`src/rtl/srt_pkg.sv`:
```
`timescale 1ns / 1ps

package srt_pkg;

    localparam int CAPACITY_DEF   = 256;
    localparam int MAX_LIST_DEF   = 16;
    localparam int ID_SPACE       = 256;
    localparam logic [4:0] LIST_LEN_RESET = 5'd10;

    localparam logic [1:0] OP_UPDATE = 2'd0;
    localparam logic [1:0] OP_RANK   = 2'd1;
    localparam logic [1:0] OP_LIST   = 2'd2;

    localparam logic [1:0] ST_OK        = 2'd0;
    localparam logic [1:0] ST_NOT_FOUND = 2'd1;
    localparam logic [1:0] ST_FULL      = 2'd2;

    typedef struct packed {
        logic [1:0]  opcode;
        logic [7:0]  player_id;
        logic [30:0] score;
        logic [8:0]  start_rank;
    } in_item_t;

    typedef struct packed {
        logic [7:0] out_player;
        logic [8:0] out_rank;
        logic       item_valid;
        logic [1:0] status;
        logic       last;
    } out_item_t;

    typedef struct packed {
        logic [7:0]  id;
        logic [30:0] score;
    } entry_t;

    typedef enum logic [2:0] {
        IDX_HOLD  = 3'd0,
        IDX_CLR   = 3'd1,
        IDX_INC   = 3'd2,
        IDX_DEC   = 3'd3,
        IDX_COUNT = 3'd4,
        IDX_START = 3'd5
    } idx_op_t;

    typedef enum logic [1:0] {
        RD_IDX  = 2'd0,
        RD_NEXT = 2'd1,
        RD_PREV = 2'd2
    } rd_sel_t;

    typedef enum logic [2:0] {
        EK_OK   = 3'd0,
        EK_FULL = 3'd1,
        EK_MISS = 3'd2,
        EK_RANK = 3'd3,
        EK_LIST = 3'd4
    } emit_kind_t;

    typedef struct packed {
        logic       load;
        idx_op_t    idx_op;
        logic       rd_en;
        rd_sel_t    rd_sel;
        logic       wr_en;
        logic       wr_new;
        logic       pos_load;
        logic       k_clr;
        logic       k_inc;
        logic       cnt_inc;
        logic       cnt_dec;
        logic       pres_set;
        logic       pres_clr;
        logic       emit;
        emit_kind_t emit_kind;
    } ctrl_cmd_t;

    typedef struct packed {
        logic [1:0] opcode;
        logic       present;
        logic       full;
        logic       start_bad;
        logic       idx_at_count;
        logic       next_at_count;
        logic       idx_at_pos;
        logic       id_match;
        logic       score_less;
        logic       list_last;
        logic       out_free;
    } dp_stat_t;

endpackage

```
`src/rtl/srt_ctrl.sv`:
```
`timescale 1ns / 1ps

module srt_ctrl (
    input  logic               clk,
    input  logic               rst_n,
    input  logic               in_valid,
    output logic               in_ready,
    input  srt_pkg::dp_stat_t  stat,
    output srt_pkg::ctrl_cmd_t cmd
);

    typedef enum logic [12:0] {
        S_IDLE    = 13'd1,
        S_DISP    = 13'd2,
        S_FIND_RD = 13'd4,
        S_FIND_EX = 13'd8,
        S_DEL_RD  = 13'd16,
        S_DEL_WR  = 13'd32,
        S_INS_CHK = 13'd64,
        S_SCAN_RD = 13'd128,
        S_SCAN_EX = 13'd256,
        S_INS_SH  = 13'd512,
        S_INS_WR  = 13'd1024,
        S_LIST_RD = 13'd2048,
        S_LIST_EX = 13'd4096
    } state_t;

    state_t state_reg, state_next;

    assign in_ready = (state_reg == S_IDLE);

    always_comb
    begin
        state_next    = state_reg;
        cmd           = '0;
        cmd.idx_op    = srt_pkg::IDX_HOLD;
        cmd.rd_sel    = srt_pkg::RD_IDX;
        cmd.emit_kind = srt_pkg::EK_OK;
        unique case (state_reg)
            S_IDLE:
            begin
                if (in_valid)
                begin
                    cmd.load   = 1'b1;
                    state_next = S_DISP;
                end
            end
            S_DISP:
            begin
                unique case (stat.opcode)
                    srt_pkg::OP_UPDATE:
                    begin
                        if (stat.present)
                        begin
                            cmd.idx_op = srt_pkg::IDX_CLR;
                            state_next = S_FIND_RD;
                        end
                        else
                        begin
                            state_next = S_INS_CHK;
                        end
                    end
                    srt_pkg::OP_RANK:
                    begin
                        if (stat.present)
                        begin
                            cmd.idx_op = srt_pkg::IDX_CLR;
                            state_next = S_FIND_RD;
                        end
                        else if (stat.out_free)
                        begin
                            cmd.emit      = 1'b1;
                            cmd.emit_kind = srt_pkg::EK_MISS;
                            state_next    = S_IDLE;
                        end
                    end
                    srt_pkg::OP_LIST:
                    begin
                        if (!stat.start_bad)
                        begin
                            cmd.idx_op = srt_pkg::IDX_START;
                            cmd.k_clr  = 1'b1;
                            state_next = S_LIST_RD;
                        end
                        else if (stat.out_free)
                        begin
                            cmd.emit      = 1'b1;
                            cmd.emit_kind = srt_pkg::EK_MISS;
                            state_next    = S_IDLE;
                        end
                    end
                    default:
                    begin
                        state_next = S_IDLE;
                    end
                endcase
            end
            S_FIND_RD:
            begin
                cmd.rd_en  = 1'b1;
                state_next = S_FIND_EX;
            end
            S_FIND_EX:
            begin
                if (stat.id_match)
                begin
                    if (stat.opcode == srt_pkg::OP_RANK)
                    begin
                        if (stat.out_free)
                        begin
                            cmd.emit      = 1'b1;
                            cmd.emit_kind = srt_pkg::EK_RANK;
                            state_next    = S_IDLE;
                        end
                    end
                    else
                    begin
                        state_next = S_DEL_RD;
                    end
                end
                else
                begin
                    cmd.idx_op = srt_pkg::IDX_INC;
                    state_next = S_FIND_RD;
                end
            end
            S_DEL_RD:
            begin
                if (stat.next_at_count)
                begin
                    cmd.cnt_dec  = 1'b1;
                    cmd.pres_clr = 1'b1;
                    state_next   = S_INS_CHK;
                end
                else
                begin
                    cmd.rd_en  = 1'b1;
                    cmd.rd_sel = srt_pkg::RD_NEXT;
                    state_next = S_DEL_WR;
                end
            end
            S_DEL_WR:
            begin
                cmd.wr_en  = 1'b1;
                cmd.idx_op = srt_pkg::IDX_INC;
                state_next = S_DEL_RD;
            end
            S_INS_CHK:
            begin
                if (stat.full)
                begin
                    if (stat.out_free)
                    begin
                        cmd.emit      = 1'b1;
                        cmd.emit_kind = srt_pkg::EK_FULL;
                        state_next    = S_IDLE;
                    end
                end
                else
                begin
                    cmd.idx_op = srt_pkg::IDX_CLR;
                    state_next = S_SCAN_RD;
                end
            end
            S_SCAN_RD:
            begin
                if (stat.idx_at_count)
                begin
                    cmd.pos_load = 1'b1;
                    state_next   = S_INS_SH;
                end
                else
                begin
                    cmd.rd_en  = 1'b1;
                    state_next = S_SCAN_EX;
                end
            end
            S_SCAN_EX:
            begin
                if (stat.score_less)
                begin
                    cmd.pos_load = 1'b1;
                    cmd.idx_op   = srt_pkg::IDX_COUNT;
                    state_next   = S_INS_SH;
                end
                else
                begin
                    cmd.idx_op = srt_pkg::IDX_INC;
                    state_next = S_SCAN_RD;
                end
            end
            S_INS_SH:
            begin
                if (stat.idx_at_pos)
                begin
                    if (stat.out_free)
                    begin
                        cmd.wr_en     = 1'b1;
                        cmd.wr_new    = 1'b1;
                        cmd.cnt_inc   = 1'b1;
                        cmd.pres_set  = 1'b1;
                        cmd.emit      = 1'b1;
                        cmd.emit_kind = srt_pkg::EK_OK;
                        state_next    = S_IDLE;
                    end
                end
                else
                begin
                    cmd.rd_en  = 1'b1;
                    cmd.rd_sel = srt_pkg::RD_PREV;
                    state_next = S_INS_WR;
                end
            end
            S_INS_WR:
            begin
                cmd.wr_en  = 1'b1;
                cmd.idx_op = srt_pkg::IDX_DEC;
                state_next = S_INS_SH;
            end
            S_LIST_RD:
            begin
                cmd.rd_en  = 1'b1;
                state_next = S_LIST_EX;
            end
            S_LIST_EX:
            begin
                if (stat.out_free)
                begin
                    cmd.emit      = 1'b1;
                    cmd.emit_kind = srt_pkg::EK_LIST;
                    if (stat.list_last)
                    begin
                        state_next = S_IDLE;
                    end
                    else
                    begin
                        cmd.idx_op = srt_pkg::IDX_INC;
                        cmd.k_inc  = 1'b1;
                        state_next = S_LIST_RD;
                    end
                end
            end
            default:
            begin
                state_next = S_IDLE;
            end
        endcase
    end

    always_ff @(posedge clk or negedge rst_n)
    begin
        if (!rst_n)
        begin
            state_reg <= S_IDLE;
        end
        else
        begin
            state_reg <= state_next;
        end
    end

endmodule

```
`config.mk`:
```
export PLATFORM = sky130hd
export DESIGN_NAME = srt_ctrl
export DESIGN_NICKNAME = d
export VERILOG_FILES = /design/src/rtl/srt_pkg.sv /design/src/rtl/srt_ctrl.sv
export SDC_FILE = /design/constraint.sdc
export NUM_CORES = 1
export LEC_CHECK = 0
export ABC_AREA = 1
export BUFFER_PORTS_ARGS = -buffer_cell sky130_fd_sc_hd__buf_2
export CORE_UTILIZATION = 53
export CTS_CLUSTER_DIAMETER = 60
export CTS_CLUSTER_SIZE = 28
export DETAILED_ROUTE_END_ITERATION = 10
export PLACE_DENSITY = 0.8
export SLEW_MARGIN = 5
export SYNTH_ARGS = -nofsm -noshare
export SYNTH_HDL_FRONTEND = slang
export SYNTH_SLANG_ARGS = --single-unit
```
`constraint.sdc`:
```
create_clock -name clk -period 1.7 [get_ports clk]
set_input_delay 0.17 -clock clk [delete_from_list [all_inputs] [get_ports clk]]
set_output_delay 0.17 -clock clk [all_outputs]
set_load 0.1 [all_outputs]
```
==> results of run 1 <==
==> cell families after synthesis <==
group	after synthesis	share of synthesized area [%]
and+or+nand+nor	121	50.6
buffers and inverters	37	12.3
AOI/OAI and AO/OA	21	9.61
DFF	13	23.9
adders and majority gates	4	3.66
==> metrics by stage <==
step	setup WS, ns	hold WS, ns	util [%]	std cells
after floorplan	-0.372	-0.126	-	196
after global placement	-0.0578	0.0722	91.9	292
after detailed placement	-0.116	0.0782	91.9	292
==> reports/metrics.cfg, run 1 <==
[floorplan]
initial_utilization_pct=55.7
die_w_um=52.8
dieHeight_um=52.8
fp-row-count=18
ioPinCount=36

[cts]
clk_path_buf_depth=2
hold_buffers=1
numClockSinks=13
root_buffer=clkbuf_4
cts_made_buffers=3
cts_setup_buffers=8
post_cts_resized=18
cts.htree.levels=1

[yosys]
ys.warnings.count=0
synthTopCellsByArea=dfrtp_1 22%, nand2_1 9.9%, nor2_1 8.2%, inv_1 7.7%, nand3_1 7.7%
synthTopCellsByCount=36 x nand2_1, 30 x nor2_1, 28 x inv_1, 21 x nand3_1, 12 x dfrtp_1
synth_cells=196
synth_area_per_cell_um2=6.98
ys.flop_type=dfrtp_1
yosysTopAreaCell=dfrtp_1
synth_cell_type_count=40
async_flop_share_pct=100
synth_edf_count=0
ys_ff_latch=13
synth_seq_area_share_pct=23.9
yosysTopAreaCellShare_pct=22.0
yosysMostFrequentCell=nand2_1
syn_nets=215
syn_area_mm2=0.00137

[run_status]
haltStage=clock tree synthesis (4_1_cts)
status=aborted with a tool error
error_message=[ERROR DPL-0033] detailed placement checks failed during check placement.

[placement]
placed_cell_area_mm2=0.00226
hpwl_mm=4.32
numPortBuffers=35
gp_congestion=0.959

==> run 2, diff against run 1 <==
--- a/config.mk
+++ b/config.mk
@@ -7,11 +7,10 @@
 export LEC_CHECK = 0
 export ABC_AREA = 1
 export BUFFER_PORTS_ARGS = -buffer_cell sky130_fd_sc_hd__buf_2
-export CORE_UTILIZATION = 53
-export CTS_CLUSTER_DIAMETER = 60
-export CTS_CLUSTER_SIZE = 28
+export CORE_AREA = 2 2 63 65
 export DETAILED_ROUTE_END_ITERATION = 10
-export PLACE_DENSITY = 0.8
+export DIE_AREA = 0 0 65 67
+export PLACE_DENSITY_LB_ADDON = 0.15
 export SLEW_MARGIN = 5
 export SYNTH_ARGS = -nofsm -noshare
 export SYNTH_HDL_FRONTEND = slang
==> run 2 against run 1 <==
  * The flow now finishes, with violations (negative setup slack)
  * Synthesized cell count is the same
  * Area after synthesis is the same
==> reports/metrics.cfg, run 2 <==
[setup_path]
path_cells=nor2_2 -> nand2_2 -> nor2_4 -> buf_12 -> nand2_8 -> or2_4 -> nor3b_4 -> o21ai_4 -> buf_12
required_ns=1.53
slowest_delay_ns=0.39
worst-path-buf-inv=2
cp_top_family=simple AND/OR/NAND/NOR gates
critPathArrivalTime_ns=1.96
endpoint_kind=output pin
cp_common_cell=buf_12
critical_path_class=flip-flop to output pin
slowest_stage=dfrtp_1
startpoint_type=flip-flop
crit_fanout=5

[yosys]
async_flop_share_pct=100  ; unchanged
ys_ff_latch=13  ; unchanged
synth_area_per_cell_um2=6.98  ; unchanged
yosysTopAreaCell=dfrtp_1
syn_area_mm2=0.00137  ; unchanged
synth_cell_type_count=40  ; unchanged
synthTopCellsByArea=dfrtp_1 22%, nand2_1 9.9%, nor2_1 8.2%, inv_1 7.7%, nand3_1 7.7%
synth_edf_count=0  ; unchanged
synth_seq_area_share_pct=23.9  ; unchanged
ys.warnings.count=0  ; unchanged
synth_cells=196  ; unchanged
ys.flop_type=dfrtp_1
yosysTopAreaCellShare_pct=22.0  ; unchanged
syn_nets=215  ; unchanged
yosysMostFrequentCell=nand2_1
synthTopCellsByCount=36 x nand2_1, 30 x nor2_1, 28 x inv_1, 21 x nand3_1, 12 x dfrtp_1

[floorplan]
core-area_mm2=0.00361
ioPinCount=36  ; unchanged
die_w_um=65  ; +23%
dieArea_mm2=0.00436
initial_utilization_pct=37.9  ; -18 points
dieHeight_um=67  ; +27%
fp-row-count=22  ; +4

[pwr]
clock_power_share_pct=16.5
internal_power_mw=0.890
comb_power_share_pct=61.8
p_per_area_mw_per_mm2=661
switchingPower_mw=0.830
vdd_drop_max_mv=0.407
switching_share_pct=48.3
p_leak_nw=1.30
p_seq_share_pct=21.7

[global_routing]
grt_pass1_wl_mm=7.54
grt_remaining_overflow=0
grt_usage_pct=22.8
grt_max_degree=14
grt_pass1_vias=1598
use_met2_pct=39.2
top_usage_layer=met2
antenna_found_initial=0
met1_usage_pct=28.8
use_met3_pct=3.38

[finish]
syn_to_final_growth_pct=90.4
final_area_mm2=0.00260
diodes=0
final_cell_mix=43 x buf_4, 26 x nand2_1, 23 x inv_1, 23 x buf_12
drive_gt1_share_pct=59.4
fillCellCount=279
largest_reg_flops=13
final_core_util_pct=72.2
final_nets=303
final_common_cell=buf_4

[routing]
final_antenna_net_count=0
vias_per_cell=4.89
drtPass1Iterations=4
wirelength_mm=4.74
drc=0
wl_per_cell_um=14.3
vias=1618
drtIter0Drc=61

[timing]
finClkSkew_ns=0.00526
grt_setup_unrepaired=true
hold_viol=0
worst_slew_pin_slew_ns=0.319
slew_violations=0
fin_ws_ns=-0.430
post-route-period-util_pct=125
max_freq_mhz=469
period_minus_slack_ns=2.13
relSlewSlack_pct=78.7
setup_viol=27

[cts]
insertion_delay_ns=0.24
numClockSinks=13  ; unchanged
cts_made_buffers=3  ; unchanged
clk_pin_slew_ns=0.06
root_buffer=clkbuf_8
cts_tree=built
cts.htree.levels=1  ; unchanged
clk_path_buf_depth=2  ; unchanged

[placement]
numPortBuffers=35  ; unchanged
gp_congestion=0.898  ; -6.4%
hpwl_mm=3.58  ; -17%
placed_cell_area_mm2=0.00231  ; +2.4%

[worst_hold_path]
holdCritPathClass=input port to flip-flop

[run_status]
violations=negative setup slack
status=finished with violations

[run]
cap_viol_max_count=0

run 2: path summary, 6_finish.rpt:
path | slack (ns) | start | to | depth (start not counted)
max in group asynchronous | 1.07 | rst_n | state_reg[0] | 2
min in group asynchronous | 0.35 | rst_n | state_reg[1] | 2
worst min register to register | 0.61 | state_reg[3] | state_reg[3] | 2
worst min-delay path | 0.11 | stat[6] | state_reg[8] | 2
worst max register to register | -0.23 | state_reg[9] | state_reg[0] | 13
worst max-delay path | -0.43 | state_reg[9] | cmd[3] | 9
run 2: power by group through the flow:
stage               Combinational, mW  Clock (mW)  Sequential [mW]
global route                     1.12       0.304            0.374
CTS                              1.03       0.285            0.371
floorplan                       0.622           0            0.372
detailed placement              0.902           0            0.377
finish                           1.06       0.284            0.373
global placement                0.897           0            0.375
run 2: stage by stage:
step	std cells	total power [mW]	setup slack [ns]	TNS [ns]	hold slack, ns
after floorplan	196	0.993	-0.372	-2.50	-0.126
after global placement	316	1.27	-0.0621	-0.174	0.0803
after detailed placement	316	1.28	-0.107	-0.356	0.0773
after CTS	326	1.68	-0.380	-4.97	0.110
after global routing	331	1.80	-0.500	-9.23	0.113
final	331	1.72	-0.430	-7.19	0.111
run 2: final cells by class:
| cell class | count | area (um^2) | area share (%) |
|---|---|---|---|
| timing repair buffer | 87 | 931 | 35.8 |
| sequential | 13 | 327 | 12.5 |
| clock inverter | 1 | 5.00 | 0.192 |
| inverter | 32 | 123 | 4.71 |
| tap | 48 | 60.1 | 2.31 |
| multi-input combinational | 147 | 1120 | 42.9 |
| clock buffer | 3 | 41.3 | 1.59 |
run 2: cells by family (layout without fill, tap and decap cells):
| kind of cell | Yosys count | after routing | share of synthesized area, % |
|---|---|---|---|
| simple gates | 121 | 122 | 50.6 |
| buf+inv | 37 | 123 | 12.3 |
| compound gates | 21 | 21 | 9.61 |
| flops | 13 | 13 | 23.9 |
| fa+ha+maj | 4 | 4 | 3.66 |
run 2: metal layers:
metal,share of wire [%],up-vias,wire length (um)
met2,52,46,2450
li1,-,798,-
met3,4.3,8,205
met1,42,766,1980
met4,2.3,0,107
met5,0,-,0
run 2: timing repair:
item / in CTS / in global routing
gates cloned: 1 / 0
buffers inserted: 4 / 5
gates resized for setup: 19 / 23
setup endpoints to repair: 24 / 27
hold buffers: 1 / 0
endpoints found under the hold margin: 12 / 0
pin swaps: 9 / 23
Power figures use the tool's default switching activity.
